`config.mk`:
```
export PLATFORM = sky130hd
export DESIGN_NAME = cfct_merge
export DESIGN_NICKNAME = d
export VERILOG_FILES = /design/src/hw/rtl/cfct_pkg.sv /design/src/hw/rtl/cfct_merge.sv
export SDC_FILE = /design/constraint.sdc
export NUM_CORES = 1
export LEC_CHECK = 0
export ABC_CLOCK_PERIOD_IN_PS = 3700
export BUFFER_PORTS_ARGS = -buffer_cell sky130_fd_sc_hd__buf_2
export CAP_MARGIN = 20
export CORE_AREA = 2 2 118 120
export DETAILED_ROUTE_END_ITERATION = 10
export DIE_AREA = 0 0 120 122
export PLACE_DENSITY = 0.46
export SYNTH_ARGS = -nofsm -noshare
export SYNTH_HDL_FRONTEND = slang
export SYNTH_SLANG_ARGS = --single-unit
```
`constraint.sdc`:
```
create_clock -name vclk -period 3.7
set_input_delay 0.74 -clock vclk [all_inputs]
set_output_delay 0.74 -clock vclk [all_outputs]
set_load 0.02 [all_outputs]
```
`src/hw/rtl/cfct_pkg.sv`:
```
// ----------------------------------------------------------------------------
// cfct_pkg
// Shared types and constants of the CAN frame change tracker.
// ----------------------------------------------------------------------------
package cfct_pkg;

    typedef enum logic [2:0] {
        CMD_FRAME    = 3'd0,
        CMD_READ     = 3'd1,
        CMD_CLR_CHG  = 3'd2,
        CMD_CLR_DSC  = 3'd3,
        CMD_CLR_TAB  = 3'd4
    } cmd_t;

    typedef enum logic [2:0] {
        ST_UPDATED   = 3'd0,
        ST_DISCOVER  = 3'd1,
        ST_NEW       = 3'd2,
        ST_FULL      = 3'd3,
        ST_READ      = 3'd4,
        ST_EMPTY     = 3'd5,
        ST_CLEARED   = 3'd6
    } status_t;

    typedef enum logic [2:0] {
        CFG_MODE     = 3'd0,
        CFG_STD_MIN  = 3'd1,
        CFG_STD_MAX  = 3'd2,
        CFG_EXT_MIN  = 3'd3,
        CFG_EXT_MAX  = 3'd4
    } cfg_idx_t;

    typedef enum logic [1:0] {
        KIND_PLAIN   = 2'd0,
        KIND_REQ     = 2'd1,
        KIND_RESP    = 2'd2
    } kind_t;

    localparam logic [7:0]  OBD_RESP_PID16 = 8'h4a;
    localparam logic [7:0]  OBD_RESP_BASE  = 8'h40;
    localparam logic [7:0]  OBD_REQ_PID16  = 8'h0a;
    localparam logic [7:0]  OBD_PCI_MAX    = 8'd8;
    localparam logic [3:0]  LEN_MAX        = 4'd8;
    localparam logic [31:0] COUNT_MAX      = 32'hffff_ffff;

    localparam logic [17:0] MARKS_NEW_ANA  = 18'h100ff;
    localparam logic [17:0] MARKS_NEW_DSC  = 18'h3ffff;
    localparam logic [17:0] MARKS_CHG_ALL  = 18'h100ff;
    localparam logic [17:0] MARKS_DSC_ALL  = 18'h2ff00;

    typedef struct packed {
        logic [15:0] pid;
        logic [7:0]  mode;
        logic [1:0]  kind;
        logic [28:0] id;
        logic        ext;
        logic [2:0]  bus;
    } key_t;

    typedef struct packed {
        logic [63:0] payload;
        logic [3:0]  len;
        logic [31:0] count;
        logic [17:0] marks;
    } entry_t;

    typedef struct packed {
        logic        mode;
        logic [10:0] std_min;
        logic [10:0] std_max;
        logic [28:0] ext_min;
        logic [28:0] ext_max;
    } cfg_t;

    typedef struct packed {
        logic [2:0]  status;
        logic [7:0]  index;
        key_t        key;
        entry_t      data;
    } result_t;

endpackage

```
`src/hw/rtl/cfct_merge.sv`:
```
// ----------------------------------------------------------------------------
// cfct_merge
// Compares a frame with the stored one and updates marks, data and count.
// ----------------------------------------------------------------------------
module cfct_merge
    import cfct_pkg::*;
(
    input  logic        mode,
    input  entry_t      old_data,
    input  logic [63:0] payload,
    input  logic [3:0]  len,
    output entry_t      new_data,
    output logic        found
);

    logic [7:0] diff;
    logic [7:0] fresh;

    always_comb
    begin
        for (int k = 0; k < 8; k++)
        begin
            diff[k] = (4'(k) < old_data.len)
                      && (old_data.payload[8*k +: 8] != payload[8*k +: 8]);
        end
        fresh = diff & ~old_data.marks[7:0];

        new_data         = old_data;
        new_data.payload = payload;
        new_data.len     = len;
        if (old_data.count != COUNT_MAX)
        begin
            new_data.count = old_data.count + 32'd1;
        end
        if (mode)
        begin
            new_data.marks[7:0]  = old_data.marks[7:0] | fresh;
            new_data.marks[15:8] = old_data.marks[15:8] | fresh;
            found                = |fresh;
        end
        else
        begin
            new_data.marks[7:0] = old_data.marks[7:0] | diff;
            found               = 1'b0;
        end
    end

endmodule

```
==> results.md <==
* Fmax at around 0.3 GHz
* Global-route wire length before repair at 12800 um
* Most frequent cells in the layout: buf_2 (294), xnor2_1 (64), xor2_1 (29)
* Hold Crit Start: old_data[17]
* Mux cell area share after synthesis at 0.503%
* Run status: completed
* Syn_area_per_cell at 7.34 um2
* Mapped Area at between 2000 and 2500 um2
* Post-CTS Hold Buffers at 0
* Number of routed nets with antenna violations at 0
* CP dominant cell by count: buf_2
* Hold Crit Class: input pin to output pin
* Synth Area in Adders at 0.559%
* Number of I/O pins at 306
* Total GRT Usage at 10.7%
* # DRC at 0
* Hold Path Depth at 0
* Sequential cell area fraction in the yosys report at 0%
* Row count at 43
* Port bufs at 294
* Congestion Overflow GR at 0
* FFs & Latches at 0
* Slew margin rel. at 66.2%
* Synth area leaders: xnor2_1 (25%), buf_4 (24%), xor2_1 (11%), nand4_1 (5.9%), nand3_1 (3.8%)
* Core area at 13500 um2
* Largest net degree at the start of global routing at 15
* CP bufs+invs at 3
* Total number of vias at between 2000 and 3000
* # Post-CTS Setup Buffers at 0
* Setup CP Type: input pin to output pin
* Ys Warns at 0
* Commonest non-fill, non-tap cell in the layout: buf_2
* Die width at 120 um
* VDD IR-drop max at just over 0.00007 V
* Max stage delay on crit path at about 490 ps
* Critical Path RT at 2960 ps
* Max Transition Viols Final at 0
* Number of global-route vias before repair at 2603
* Reg area at 0 um2
* RSZ-0062 raised after global routing: no
* Die Area at roughly 15000 um2
* Arrival time worst endpoint at 2590 ps
* Fraction of layout cells with a size suffix above 1 at 59.2%
* Xor and xnor area share after synthesis at 36.4%
* Synthesis-to-finish area growth at 50.6%
* Critical path, cell by cell: buf_2, xor2_1, nor4_1, buf_4, a211oi_1, or2_0, o41a_1, buf_2
* PD cells at ~120 nW/um2
* Main combinational cell family by area after synthesis: XOR/XNOR gates
* Final setup viols at 0
* Post-layout min period at 3330 ps
* Post-route clock period utilization at 90.0%
* Clock buffer count at 0
* CP Capture Type: output pin
* WL/cell at approximately 13 um
* Vias per cell at 3.96
* Crit start category: input pin
* Share of the synthesized area in the top cell type at 25.0%
* Multi-input logic area at 1660 um2
* Filler instances at 1514
* Final Cell Area at 3370 um2
* Post-DP Area at about 3400 um2
* Initial Utilization at 16.6%
* Pre-antenna DRT Iters at 4
* Final Hold Fails at 0
* Simple-Gate Fraction of Synth Area at 27.0%
* Complex-gate fraction of the synthesized area at around a tenth
* DRT iter0 DRCs at 58
* Mapped Nets at 493
* Gates resized, CTS repair at 0
* Hold-critical path endpoint: new_data[17]
* Worst slew pin tran at approximately 500 ps
* Max-Cap Viols at 0
* Slowest stage cell on the critical path: nor4_1
* Antenna violations before repair at 0
* Chip Height at 122 um
* Crit Path Max Fanout at 2
* Ant. Diodes at 0
* Distinct cell type count after synthesis at 40
* GPL Wtd Cong at 0.874
* Leak at 1.70 nW
* Nets at 714
* Drt total wl at between 8000 and 9000 um
* DP Wirelength at 8500 um
* Syn Inst Count at just over 300
* Setup TNS at 0 ps
* Critical path's top delay family: simple AND/OR/NAND/NOR gates
* Post-synth top area cell: xnor2_1
[routing by layer]
metal | up-vias | share of wire, % | global-route usage [%]
met2 | 124 | 51 | 20.2
met4 | 0 | 0.59 | 0.588
met5 | - | 0 | 0
met3 | 4 | 6.0 | 0.936
li1 | 1431 | - | -
met1 | 1230 | 42 | 13.6
[through the flow]
stage / std cells / setup WS, ps / hold slack [ps] / util [%] / power, W
finish: 704 / 371 / 1480 / 25.0 / 0.000413
global route: 704 / 155 / 1480 / 25.0 / 0.000447
CTS: 704 / 144 / 1480 / 25.0 / 0.000419
detailed placement: 704 / 161 / 1480 / 25.0 / 0.000417
global placement: 704 / 193 / 1480 / 25.0 / 0.000415
floorplan: 305 / 913 / 1590 / - / 0.000262
[worst max path at each step]
stage	startpoint	to	slack (ps)	cells past startpoint
6_report	payload[55]	found	370	8
3_3_place_gp	payload[55]	found	190	8
2_1_floorplan	old_data[18]	new_data[34]	910	6
5_1_grt	payload[55]	found	160	8
3_5_place_dp	payload[55]	found	160	8
4_1_cts	payload[55]	found	140	8
[logic make-up (layout without fill, tap and decap cells)]
family | Yosys count | in the layout
xor+xnor | 93 | 93
mux | 1 | 1
buf+inv | 78 | 297
simple gates | 102 | 102
compound gates | 30 | 30
fa+ha+maj | 1 | 1
[cell type report]
cell class                      instances  area share, %
Inverter                                2          0.223
Multi-Input combinational cell        227           49.2
Tap cell                              180           6.68
Timing Repair Buffer                  295           43.9
[power breakdown]
group	switching (W)	internal, W	total, W
combinational	0.000228	0.000185	0.000413
sequential	0	0	0
clock	0	0	0
[cells in the mapped netlist]
cell       number
o22ai_1         1
a41o_1          1
a21oi_1         5
and4_1          3
buf_6           2
or2_4           1
o21a_1          2
o32ai_1         2
xor2_1         29
or2_0           1
o21ai_0         1
nor3_4          1
nor2_1         15
or2_2           5
o21bai_1        3
xnor2_1        64
nand3_2         2
o41a_1          1
nor4_2          2
a31o_2          1
nand4_1        21
a21o_1          7
nor3_2          1
clkbuf_1        1
and2_1          2
inv_1           2
mux2_2          1
nand2b_1        2
and3_1          8
nand2_1         8
buf_4          72
nand4_2         1
nand3_1        17
a31oi_1         2
o2bb2ai_1       1
ha_1            1
nor3_1          4
a211oi_1        3
nor4_1          8
buf_1           1
Power figures use the tool's default switching activity.
