<file path="src/hw/rtl/cfct_pkg.sv">
// ----------------------------------------------------------------------------
// cfct_pkg
// Shared types and constants of the CAN frame change tracker.
// ----------------------------------------------------------------------------
package cfct_pkg;

    typedef enum logic [2:0] {
        CMD_FRAME    = 3'd0,
        CMD_READ     = 3'd1,
        CMD_CLR_CHG  = 3'd2,
        CMD_CLR_DSC  = 3'd3,
        CMD_CLR_TAB  = 3'd4
    } cmd_t;

    typedef enum logic [2:0] {
        ST_UPDATED   = 3'd0,
        ST_DISCOVER  = 3'd1,
        ST_NEW       = 3'd2,
        ST_FULL      = 3'd3,
        ST_READ      = 3'd4,
        ST_EMPTY     = 3'd5,
        ST_CLEARED   = 3'd6
    } status_t;

    typedef enum logic [2:0] {
        CFG_MODE     = 3'd0,
        CFG_STD_MIN  = 3'd1,
        CFG_STD_MAX  = 3'd2,
        CFG_EXT_MIN  = 3'd3,
        CFG_EXT_MAX  = 3'd4
    } cfg_idx_t;

    typedef enum logic [1:0] {
        KIND_PLAIN   = 2'd0,
        KIND_REQ     = 2'd1,
        KIND_RESP    = 2'd2
    } kind_t;

    localparam logic [7:0]  OBD_RESP_PID16 = 8'h4a;
    localparam logic [7:0]  OBD_RESP_BASE  = 8'h40;
    localparam logic [7:0]  OBD_REQ_PID16  = 8'h0a;
    localparam logic [7:0]  OBD_PCI_MAX    = 8'd8;
    localparam logic [3:0]  LEN_MAX        = 4'd8;
    localparam logic [31:0] COUNT_MAX      = 32'hffff_ffff;

    localparam logic [17:0] MARKS_NEW_ANA  = 18'h100ff;
    localparam logic [17:0] MARKS_NEW_DSC  = 18'h3ffff;
    localparam logic [17:0] MARKS_CHG_ALL  = 18'h100ff;
    localparam logic [17:0] MARKS_DSC_ALL  = 18'h2ff00;

    typedef struct packed {
        logic [15:0] pid;
        logic [7:0]  mode;
        logic [1:0]  kind;
        logic [28:0] id;
        logic        ext;
        logic [2:0]  bus;
    } key_t;

    typedef struct packed {
        logic [63:0] payload;
        logic [3:0]  len;
        logic [31:0] count;
        logic [17:0] marks;
    } entry_t;

    typedef struct packed {
        logic        mode;
        logic [10:0] std_min;
        logic [10:0] std_max;
        logic [28:0] ext_min;
        logic [28:0] ext_max;
    } cfg_t;

    typedef struct packed {
        logic [2:0]  status;
        logic [7:0]  index;
        key_t        key;
        entry_t      data;
    } result_t;

endpackage

</file>
<file path="src/hw/rtl/cfct_keygen.sv">
// ----------------------------------------------------------------------------
// cfct_keygen
// Builds the lookup key of a frame, with OBD-II kind, mode and PID.
// ----------------------------------------------------------------------------
module cfct_keygen
    import cfct_pkg::*;
(
    input  cfg_t        cfg,
    input  logic [2:0]  bus,
    input  logic        extended,
    input  logic [28:0] can_id,
    input  logic [63:0] payload,
    output key_t        key
);

    logic       obd;
    logic [7:0] b0, b1, b2, b3;

    assign b0 = payload[7:0];
    assign b1 = payload[15:8];
    assign b2 = payload[23:16];
    assign b3 = payload[31:24];

    always_comb
    begin
        obd = 1'b0;
        if (!extended && cfg.std_min != 11'd0 && can_id >= 29'(cfg.std_min)
            && can_id <= 29'(cfg.std_max))
        begin
            obd = 1'b1;
        end
        if (extended && cfg.ext_min != 29'd0 && can_id >= cfg.ext_min
            && can_id <= cfg.ext_max)
        begin
            obd = 1'b1;
        end

        key      = '0;
        key.bus  = bus;
        key.ext  = extended;
        key.id   = can_id;
        if (obd && b0 <= OBD_PCI_MAX)
        begin
            if (b1 > OBD_RESP_PID16)
            begin
                key.kind = KIND_RESP;
                key.mode = b1 - OBD_RESP_BASE;
                key.pid  = {b2, b3};
            end
            else if (b1 > OBD_RESP_BASE)
            begin
                key.kind = KIND_RESP;
                key.mode = b1 - OBD_RESP_BASE;
                key.pid  = {8'd0, b2};
            end
            else if (b1 > OBD_REQ_PID16)
            begin
                key.kind = KIND_REQ;
                key.mode = b1;
                key.pid  = {b2, b3};
            end
            else
            begin
                key.kind = KIND_REQ;
                key.mode = b1;
                key.pid  = {8'd0, b2};
            end
        end
    end

endmodule

</file>
<file path="config.mk">
export PLATFORM = sky130hd
export DESIGN_NAME = cfct_keygen
export DESIGN_NICKNAME = d
export VERILOG_FILES = /design/src/hw/rtl/cfct_pkg.sv /design/src/hw/rtl/cfct_keygen.sv
export SDC_FILE = /design/constraint.sdc
export NUM_CORES = 1
export LEC_CHECK = 0
export ABC_AREA = 1
export BUFFER_PORTS_ARGS = -buffer_cell sky130_fd_sc_hd__buf_2
export CAP_MARGIN = 30
export CORE_ASPECT_RATIO = 0.75
export CORE_MARGIN = 10
export CORE_UTILIZATION = 35
export DETAILED_ROUTE_END_ITERATION = 10
export PLACE_DENSITY = 0.68
export RECOVER_POWER = 50
export SYNTH_ARGS = -nofsm -noshare
export SYNTH_HDL_FRONTEND = slang
export SYNTH_SLANG_ARGS = --single-unit
</file>
<file path="constraint.sdc">
create_clock -name vclk -period 1.45
set_input_delay 0 -clock vclk [all_inputs]
set_output_delay 0 -clock vclk [all_outputs]
set_load 0.02 [all_outputs]
</file>
==> summary.txt <==
Hold Startpoint - bus[0]
Pwr/cell area - 274 nW/um2
Placed inst area - 4570 um2
Post-synthesis compound-gate area fraction - 9.22%
WL final - 14700 um
Required @ worst endpoint - 1.45 ns
Synth area leader - ha_1
Die Span Y - 104 um
DPL Wire Length - 11300 um
Fillcell total - 825
Full die area - 13700 um2
Critical-path cell list - buf_2 -> buf_4 -> nor3_1 -> nand2_1 -> nor3b_2 -> nand2_1 -> nand3_1 -> nand3_2 -> nand2_4 -> nand2_8 -> buf_12 -> nor2_2 -> buf_4
Dpl ws - -0.465 ns
Port buffer count - 198
Post-synthesis simple-gate area fraction - 36.8%
Worst Setup Slack, final - -0.358 ns
Synth top area share - 31.2%
Final std cells w/o fill - 916
Hold_buf cts - 0
Top-count cell post-synth - nand2_1
Slowest-stage cell, CP - nor3_1
Main combinational cell family by area after synthesis - simple AND/OR/NAND/NOR gates
Remaining antenna violation count - 0
Hold path cells - 0
Static Leak - 3.14 nW
Crit Path Class - in -> out
Core Box Area - 9080 um2
Clock buf count - 0
Rel. slew slack - 67.5%
Mux contribution to synthesized area - 0%
Vias per inst - 4.76
Routed wire per std cell - 16.1 um
Hold path endpoint - key[0]
Area contributors post-synth - ha_1 31%, nand2_1 16%, inv_1 14%
VDD IR max - 0.000191 V
Max cap viols - 0
Tmin final - 1.81 ns
Synth Area in Adders - 31.2%
Multi-input gate area - 3470 um2
Finished Cell Area - 5900 um2
# IOs - 237
Nets - 1050
Initial antenna violation count - 1
CP max FO - 7
Reg area - 0 um2
Arrival time at the worst endpoint - 1.81 ns
Fraction of the cycle the final worst path needs - 125%
Seq cells - 0
Detailed-route via count - 4362
Share of cells above drive strength 1 - 51.1%
Diodes inserted - 0
Synth Instances - 570
Starting DRT DRC Count - 252
Post-Synth XOR/XNOR Area - 0.267%
Largest net degree at the start of global routing - 17
Unrepaired setup endpoints after global routing - yes
Synthesized Nets - 830
P&R area growth vs syn - 79.6%
Die width - 132 um
Post-placement cell count - 911
Crit end category - primary output
Failing checks - negative setup slack
Avg Inst Size Synth - 5.76 um2
Final Hold Viols - 0
Overall Global Routing Usage - 18.6%
Hold Crit Class - in -> out
Overflow after GRT - 0
Max stage delay on crit path - 0.28 ns
Status - finished with violations
Total Power - 1.62 mW
Yosys cell types - 32
Drt first pass iters - 4
First-pass GRT wire length - 21800 um
Register area share after synthesis - 0%
F_max - 553 MHz
Vias in the first global route - 4459
GP Congestion - 0.911
Initial Utilization - 36.2%
DRC Markers - 0
Max Slew Vio Count - 0
Rows - 30
Cell area after synthesis - 3290 um2
Nature of the critical path startpoint - input pin
Final setup fails - 26
Synth cell count leaders - 142 x nand2_1, 123 x inv_1, 82 x ha_1
Measured slew at the worst slew-check pin - 0.483 ns
Syn. warnings - 0
[cell families (layout without fill, tap and decap cells)]
family,count (synthesis),in the layout
AOI/OAI and AO/OA,48,48
xor gates and xnor gates,1,1
adders and majority gates,82,82
buffers and inverters,160,378
and+or+nand+nor,279,279
[through the flow]
step	utilization, %	hold WS (ns)	TNS (ns)
after floorplan	-	0.113	-1.18
after global placement	50.3	0.000161	-11.54
after detailed placement	50.3	0.000161	-11.51
after CTS	57.5	0.000161	-7.64
after global routing	65.0	0.0000339	-10.72
final	65.0	0.00000775	-8.70
[cell usage in the layout, fill, tap and decap left out, drive strengths merged, types with 2 or more instances in the layout]
| cell | count |
|---|---|
| nor3 | 10 |
| a21o | 4 |
| nand3b | 2 |
| o21bai | 3 |
| nand4 | 12 |
| nand3 | 25 |
| inv | 123 |
| nor2 | 77 |
| buf | 250 |
| clkbuf | 4 |
| nand2 | 146 |
| o21ai | 8 |
| a21oi | 30 |
| ha | 82 |
| nor4 | 4 |
[worst max-delay path: cells and delay by family]
family	cells	cell delay, ns
AND/OR/NAND/NOR	9	1.19
buffers and inverters	4	0.61
[area by class of cell]
cell class	count	area share [%]
Tap cell	128	2.71
Timing Repair Buffer	254	30.5
Multi-Input combinational cell	410	58.9
Inverter	124	7.89
[timing repair]
action | 4_1_cts | 5_1_grt
gates cloned | 2 | 1
buffers inserted | 2 | 0
gates resized for setup | 140 | 138
pin swaps | 14 | 35
endpoints found under the setup margin | 26 | 26
hold endpoints to repair | 0 | 0
[where the power goes]
group / switching [mW] / internal, mW
combinational: 0.861 / 0.759
clock: 0 / 0
sequential: 0 / 0
total: 0.861 / 0.759
[routing by layer]
layer  share of wire [%]  wire length, um  track usage, %
met5               0.048                7               0
met1                  40             5930            23.0
met4                 2.5              373            5.07
met2                  50             7330            32.1
met3                 7.3             1070            3.23
[how the worst max path moves through the flow]
stage | start | endpoint | depth (start not counted)
after floorplan | cfg[57] | key[38] | 14
after global placement | can_id[12] | key[49] | 17
after detailed placement | can_id[12] | key[36] | 17
after CTS | can_id[3] | key[58] | 14
after global routing | cfg[44] | key[53] | 17
final | can_id[23] | key[58] | 13
No activity file was read; power rests on OpenSTA's default activity.
