$ cat src/hw/rtl/cfct_ram.sv
// ----------------------------------------------------------------------------
// cfct_ram
// Generic single-clock RAM, one write port and one registered read port.
// ----------------------------------------------------------------------------
module cfct_ram #(
    parameter int WIDTH = 8,
    parameter int DEPTH = 16
) (
    input  logic                     clk,
    input  logic                     we,
    input  logic [$clog2(DEPTH)-1:0] waddr,
    input  logic [WIDTH-1:0]         wdata,
    input  logic                     re,
    input  logic [$clog2(DEPTH)-1:0] raddr,
    output logic [WIDTH-1:0]         rdata
);

    logic [WIDTH-1:0] mem [DEPTH];

    always_ff @(posedge clk)
    begin
        if (we)
        begin
            mem[waddr] <= wdata;
        end
        if (re)
        begin
            rdata <= mem[raddr];
        end
    end

endmodule

$ cat config.mk
export PLATFORM = sky130hd
export DESIGN_NAME = cfct_ram
export DESIGN_NICKNAME = d
export VERILOG_FILES = /design/src/hw/rtl/cfct_ram.sv
export SDC_FILE = /design/constraint.sdc
export NUM_CORES = 1
export LEC_CHECK = 0
export ABC_AREA = 1
export BUFFER_PORTS_ARGS = -buffer_cell sky130_fd_sc_hd__buf_2
export CAP_MARGIN = 10
export CORE_MARGIN = 5
export CORE_UTILIZATION = 60
export DETAILED_ROUTE_END_ITERATION = 6
export PLACE_DENSITY = 0.85
export SLEW_MARGIN = 20
export SYNTH_ARGS = -nofsm -noshare
export SYNTH_HDL_FRONTEND = slang
export SYNTH_SLANG_ARGS = --single-unit
$ cat constraint.sdc
create_clock -name clk -period 1.34 [get_ports clk]
set_clock_uncertainty 0.1 [all_clocks]
set_input_delay 0.134 -clock clk [delete_from_list [all_inputs] [get_ports clk]]
set_output_delay 0.134 -clock clk [all_outputs]
set_load 0.01 [all_outputs]
==> impl_metrics.ini, run 1 <==
[route]
first_pass_iters = 6
vias = 4064
routed_wl_microns = 13300
final_antenna_net_count = 0
first_iter_violations = 356
drcViolationCount = 0
routed_via_density = 5.39
routedWlPerCell_microns = 17.7

[critical_path]
critPathMaxStageDelay_ps = 420
crit_type = reg2out
arrival_ps = 1110
cp.required_ps = 1110
crit_chain = buf_2
cp_top_family = flip-flops
critPathBufInv = 1
start_kind = register
end_kind = primary output
path_max_fanout = 1
cp_slowest_cell = edfxtp_1

[clocking]
cts.sinks = 136
cts_buffers = 17
clkSlewWorstSetupHoldPaths_ps = 60
htree_levels = 4
cts_tree = done
clockRootBuffer = clkbuf_8
cts.path.max_buffers = 2
clkLatencyLatePin_ps = 530

[synthesis]
ys_types = 11
synth_xor_xnor_area_share_pct = 0
synth_fa_ha_area_share_pct = 0
yosysTopAreaCellShare_pct = 69.8
yosys.area_share.simple_pct = 20.8
yosys.area.top_type = edfxtp_1
yosysWarnings = 0
syn-instance-count = 551
synth_top_family_by_area = simple AND/OR/NAND/NOR gates
syn_area_sq_um = 5850
syn-num-nets = 570
ys_seq_area_share_pct = 69.8
synth-compound-area-share_pct = 0
synth.mux.area_fraction_pct = 0
avgSynthCellArea_sq_um = 10.6
synth-seq-cells = 136
synthTopCellsByArea = edfxtp_1, nand2_1, nand3_1

[placed_design]
dpl.cell_count = 711
gp_congestion = 0.956
place_hpwl_microns = 8060
io_buffers = 26
place_area_sq_um = 6200

[floorplan]
std_cell_rows = 36
core_sq_um = 9640
die_y_microns = 109
die_area_sq_um = 11800
ios = 27
fp.dieW_microns = 109
initial_core_util_pct = 60.7

[global_route]
grt_max_degree = 41
first_global_vias = 3970
track_usage_pct = 24.8
grt_antenna_before_repair = 0
grt_pass1_wl_microns = 21000
grt_overflow = 0

[flow_run]
cap_viol_max_count = 0

[cells_and_area]
antenna_cells = 0
stdcell_area_sq_um = 6990
layout_common_cells = nand2_1, edfxtp_1, inv_1, nand3_1, buf_2
num-fill-cells = 652
seqCellArea_sq_um = 4080
area_delta_synth_final_pct = 19.6
fin_cells = 754
final_common_cell = nand2_1
multi_input_area_sq_um = 1210
drive_gt1_share_pct = 13.2
nets = 627

[timing]
finalCriticalPeriod_ps = 1350
fin_crit_sh_pct = 101
rsz0062_at_grt = true
timing.fmax_mhz = 741
fin_ws_ps = -8.83
final_hold_viol_count = 0
setup_viol = 1
tightest_slew_ps = 592
drv_slew = 0
relSlewSlack_pct = 60.5

[worst_hold_path]
min_path_type = in2reg

[pwr]
irDropWorstVdd_uv = 904
p_leak_nw = 3.04
p_per_area_nw_per_um2 = 1540

[run_status]
status = finished with violations
violations = negative setup slack
cells in the mapped netlist:
library cell / count
nand3_1: 97
nor2_1: 17
edfxtp_1: 136
inv_1: 100
inv_2: 2
nand3b_1: 2
buf_6: 6
buf_2: 13
buf_1: 1
buf_4: 4
nand2_1: 173
what timing repair did:
action | CTS | global route
endpoints found under the hold margin | 142 | 0
buffers inserted | 0 | 0
hold buffers | 11 | 0
resized for setup | 0 | 1
pin swaps | 0 | 0
setup endpoints to repair | 3 | 4
metrics by stage:
stage | TNS [ps] | utilization [%] | power (mW) | hold slack, ps | setup WS [ps]
floorplan | 0 | - | 5.25 | 133 | 155
finish | -8.83 | 72.5 | 10.7 | 135 | -8.83
CTS | -43.8 | 72.5 | 10.8 | 117 | -20.3
detailed placement | -256 | 64.3 | 5.49 | 397 | -69.6
global route | -104 | 72.5 | 11.0 | 138 | -42.6
global placement | -310 | 64.3 | 5.47 | 393 | -77.5
where the power goes:
group	switching, mW	internal, mW	leakage, nW	total (mW)
Sequential	0.0300	4.79	1.24	4.82
Combinational	0.422	0.205	1.49	0.627
Clock	1.71	3.58	0.316	5.28
Total	2.16	8.58	3.04	10.7
logic make-up after synthesis:
group,count (synthesis)
flops,136
simple gates,289
buf+inv,126
metal layers:
metal	wire length [microns]	GRT usage, %
met3	1300	8.23
met2	6490	39.4
met4	347	9.20
met1	5190	32.0
met5	0	0
worst reg2reg max path: stages, from the launching register on:
cell and delay [ps]:
edfxtp_1 370, inv_1 60, nand2_1 40, nand3_1 100
nand3_1 140, nand3_1 150, nand2_1 70
layout make-up:
class,instances,share of cell area [%]
multi-input combinational,289,17.4
tap,133,2.38
clock buffer,19,6.03
sequential,136,58.4
timing repair buffer,62,6.75
clock inverter,13,3.58
inverter,102,5.48
sequential cells by signal, indices dropped and copies added (netlist names):
register / flops
mem: 128
rdata: 8
worst paths after layout:
check,startpoint,slack [ps],end,depth (start not counted)
setup / recovery,rdata[1],-9,rdata[1],1
hold / removal,we,130,mem[0][0],4
setup reg to reg,mem[5][0],60,rdata[0],6
hold reg to reg,mem[10][7],660,rdata[7],6
No activity file was read; power rests on OpenSTA's default activity.
==> run 2, diff against run 1 <==
Settings changed: BUFFER_PORTS_ARGS -buffer_cell sky130_fd_sc_hd__buf_2 to -buffer_cell sky130_fd_sc_hd__buf_4.
==> impl_metrics.ini, run 2 (synthesis gave the netlist of run 1 again) <==
[clocking]
post_cts_buffers = 0
cts_buffers = 17
cts_tree = done
cts.sinks = 136
clockRootBuffer = clkbuf_8
cts.path.max_buffers = 2
htree_levels = 4
clkLatencyLatePin_ps = 520
clkSlewWorstSetupHoldPaths_ps = 60

[placed_design]
place_area_sq_um = 6280
io_buffers = 26
dpl.cell_count = 710
dpl_worst_slack_ps = -115
gp_congestion = 0.911
place_hpwl_microns = 8050

[floorplan]
die_area_sq_um = 11800
ios = 27
die_y_microns = 109
fp.dieW_microns = 109
std_cell_rows = 36
initial_core_util_pct = 60.7
core_sq_um = 9640

[cells_and_area]
layout_common_cells = nand2_1, edfxtp_1, inv_1, nand3_1, buf_4
stdcell_area_sq_um = 7020
fin_cells = 751
final_common_cell = nand2_1
largest_register = mem
antenna_cells = 0
largest_register_ffs = 128
reg.largest.list = mem: 128 flops, rdata: 8 flops
area_delta_synth_final_pct = 20.1
drive_gt1_share_pct = 13.9
final_core_util_pct = 72.8
nets = 625

[pwr]
switching_share_pct = 21.5
p_leak_nw = 3.03
intPower_mw = 8.04
p_sw_mw = 2.20
seq_power_share_pct = 47.1
power.total_mw = 10.2
p_clk_share_pct = 46.2
combPwrFrac_pct = 6.7
irDropWorstVdd_uv = 944
p_per_area_nw_per_um2 = 1460

[route]
routed_wl_microns = 14000
routedWlPerCell_microns = 18.6
m1WireLength_microns = 4900
first_pass_iters = 7
drcViolationCount = 23
vias = 4187
top_layer = met4
final_antenna_net_count = 0
first_iter_violations = 515
routed_via_density = 5.58
met3_length_microns = 1570
wl_met2_microns = 6820

[global_route]
grt_pass1_wl_microns = 22100
grt_overflow = 0
grt_max_degree = 33
first_global_vias = 4292
grt_antenna_before_repair = 0
track_usage_pct = 25.7

[critical_path]
cp.required_ps = 1520
start_kind = register
reg2reg_from = mem[5][6]
r2r_setup_slack_ps = -30
worstRegToRegCells = 6
crit_type = reg2reg
path_max_fanout = 1
end_kind = register
reg2reg_to = rdata[6]
arrival_ps = 1550

[timing]
final_hold_viol_count = 0
timing.fmax_mhz = 727
fin_tns_setup_ps = -34.9
relSlewSlack_pct = 60.4
setup_viol = 1
finalCriticalPeriod_ps = 1370
tightest_slew_ps = 593
drv_slew = 0
fin_crit_sh_pct = 103
whs_ps = 122
rsz0062_at_grt = true
fin_ws_ps = -34.9

[worst_hold_path]
min_path_cells = 6
min_to = rdata[6]
min_from = raddr[2]
min_path_type = in2reg

[run_status]
violations = design-rule violations, negative setup slack
status = finished with violations

[flow_run]
cap_viol_max_count = 0
[run 2: cell count changes in the layout (fill, tap and decap cells not counted), sizes merged]
| cell | before | now |
|---|---|---|
| inv | 102 | 103 |
| clkinvlp | 3 | 4 |
| buf | 51 | 50 |
| bufinv | 7 | 4 |
| dlygate4sd3 | 11 | 10 |
[run 2: final cells by class]
class,instances,area [sq um]
clock inverters,12,176
flip-flops and latches,136,4080
clock buffers,19,422
fillers,629,2620
well taps,133,166
inverters,102,383
multi-input cells,289,1240
repair buffers,60,546
[run 2: critical path, stage by stage (launching register included)]
cell and delay [ps]:
edfxtp_1 390, inv_1 80, nand2_1 50, nand3_1 170, nand3_1 150, nand3_2 140, nand2_1 60
[run 2: worst max path at each step]
stage | slack (ps) | to | depth (start not counted) | startpoint
after floorplan | 160 | mem[10][0] | 2 | waddr[2]
after global placement | -50 | rdata[7] | 6 | raddr[1]
after detailed placement | -120 | rdata[4] | 6 | raddr[1]
after CTS | 0.4 | rdata[2] | 1 | rdata[2]
after global routing | -40 | rdata[6] | 6 | mem[4][6]
final | -30 | rdata[6] | 6 | mem[5][6]
[run 2: power by group through the flow]
stage	clock [mW]	combinational, mW	sequential (mW)
6_report	4.74	0.682	4.82
5_1_grt	4.95	0.741	4.83
4_1_cts	4.74	0.664	4.82
3_5_place_dp	0	0.622	4.91
3_3_place_gp	0	0.599	4.90
2_1_floorplan	0	0.336	4.91
[run 2: what timing repair did]
action / in CTS / in global routing
hold buffers: 10 / 0
gates resized for setup: 1 / 7
endpoints found under the setup margin: 1 / 6
pin swaps: 0 / 0
endpoints found under the hold margin: 144 / 0
[run 2: per-layer routing]
metal,GRT usage [%],vias to the layer above
li1,-,1889
met2,42.1,315
met4,13.0,0
met1,32.3,1905
met5,0,-
met3,5.92,78
==> run 3, diff against run 2 <==
Settings changed: SKIP_LAST_GASP from default to 1.
Clock period 1.34 ns to 1.4 ns, I/O delays scaled along.
==> impl_metrics.ini, run 3 (synthesis gave the netlist of run 1 again) <==
[placed_design]
gp_congestion = 0.911
io_buffers = 26
place_area_sq_um = 6280
place_hpwl_microns = 8060

[timing]
drv_slew = 0
relSlewSlack_pct = 59.9
fin_crit_sh_pct = 95.8
rsz0062_at_grt = false
final_hold_viol_count = 0
tightest_slew_ps = 600
timing.fmax_mhz = 745
finalCriticalPeriod_ps = 1340
setup_viol = 0

[pwr]
p_leak_nw = 3.03
power.total_mw = 9.75
irDropWorstVdd_uv = 1180
p_per_area_nw_per_um2 = 1400

[critical_path]
cp_top_family = flip-flops
reg2reg_from = mem[4][4]
reg2reg_to = rdata[4]
start_kind = register
r2r_setup_slack_ps = 80
cp.required_ps = 1160
worstRegToRegCells = 6
path_max_fanout = 1
end_kind = primary output
crit_type = reg2out
crit_chain = buf_4
critPathMaxStageDelay_ps = 410
cp_slowest_cell = edfxtp_1
critPathBufInv = 1
arrival_ps = 1100

[floorplan]
initial_core_util_pct = 60.7
fp.dieW_microns = 109
die_y_microns = 109
core_sq_um = 9640
die_area_sq_um = 11800
std_cell_rows = 36
ios = 27

[cells_and_area]
largest_register = mem
drive_gt1_share_pct = 12.9
nets = 625
final_common_cell = nand2_1
reg.largest.list = mem: 128 flops, rdata: 8 flops
layout_common_cells = nand2_1, edfxtp_1, inv_1, nand3_1, buf_4
largest_register_ffs = 128
stdcell_area_sq_um = 6980
area_delta_synth_final_pct = 19.4
antenna_cells = 0

[clocking]
ctsResizeCount = 0
cts_tree = done
cts_buffers = 17
cts.sinks = 136
clockRootBuffer = clkbuf_8
cts.path.max_buffers = 2
clkLatencyLatePin_ps = 520
clkSlewWorstSetupHoldPaths_ps = 60
htree_levels = 4

[worst_hold_path]
min_from = we
min_path_type = in2reg
min_to = mem[0][3]
min_path_cells = 4

[global_route]
grt_antenna_before_repair = 0
first_global_vias = 4233
grt_overflow = 0
grt_max_degree = 33
grt_pass1_wl_microns = 21500
track_usage_pct = 25.1

[route]
routed_wl_microns = 13400
final_antenna_net_count = 0
wl_met2_microns = 6830
routedWlPerCell_microns = 17.8
routed_via_density = 5.43
met3_length_microns = 1140
first_pass_iters = 7
top_layer = met4
first_iter_violations = 491
drcViolationCount = 0
vias = 4081
m1WireLength_microns = 4850

[flow_run]
cap_viol_max_count = 0

[run_status]
status = finished, final reports clean
run 3: worst max-delay path by stage:
stage	depth (start not counted)	from	slack, ps	end
detailed placement	8	raddr[0]	-50	rdata[5]
global placement	6	raddr[1]	6	rdata[7]
floorplan	2	waddr[2]	210	mem[10][0]
finish	1	rdata[3]	60	rdata[3]
global route	1	rdata[2]	20	rdata[2]
CTS	1	rdata[2]	40	rdata[2]
run 3: power by group:
group	total [mW]	internal (mW)	switching (mW)
Clock	4.50	2.88	1.62
Combinational	0.631	0.223	0.408
Sequential	4.62	4.59	0.0270
Total	9.75	7.69	2.06
run 3: repair_timing:
item / 4_1_cts / 5_1_grt
hold buffers: 10 / 0
endpoints found under the hold margin: 144 / 0
buffers inserted: 0 / 0
run 3: routing by layer:
metal	vias up	track usage, %
li1	1890	-
met1	1909	29.6
met2	224	42.6
met3	58	6.75
met4	0	12.3
met5	-	0
run 3: area by class of cell:
type / count / area [sq um]
sequential: 136 / 4080
clock buffer: 19 / 422
fill: 631 / 2660
multi-input combinational: 289 / 1210
inverter: 102 / 383
tap: 133 / 166
timing repair buffer: 60 / 538
clock inverter: 12 / 175
run 3: stage by stage:
step / util, % / hold WS [ps] / instances / setup slack [ps] / TNS [ps]
3_5_place_dp: 65.2 / 334 / 710 / -53.5 / -132
5_1_grt: 72.4 / 149 / 751 / 19.1 / 0
3_3_place_gp: 65.2 / 333 / 710 / 6.49 / 0
2_1_floorplan: - / 139 / 551 / 209 / 0
6_report: 72.4 / 131 / 751 / 58.6 / 0
4_1_cts: 72.4 / 118 / 751 / 44.4 / 0
run 3: worst reg2reg max path: stages, from the launching register on:
cell	delay, ps
edfxtp_1	400
inv_1	90
nand2_1	60
nand3_1	70
nand3_1	90
nand3_1	180
nand2_1	80
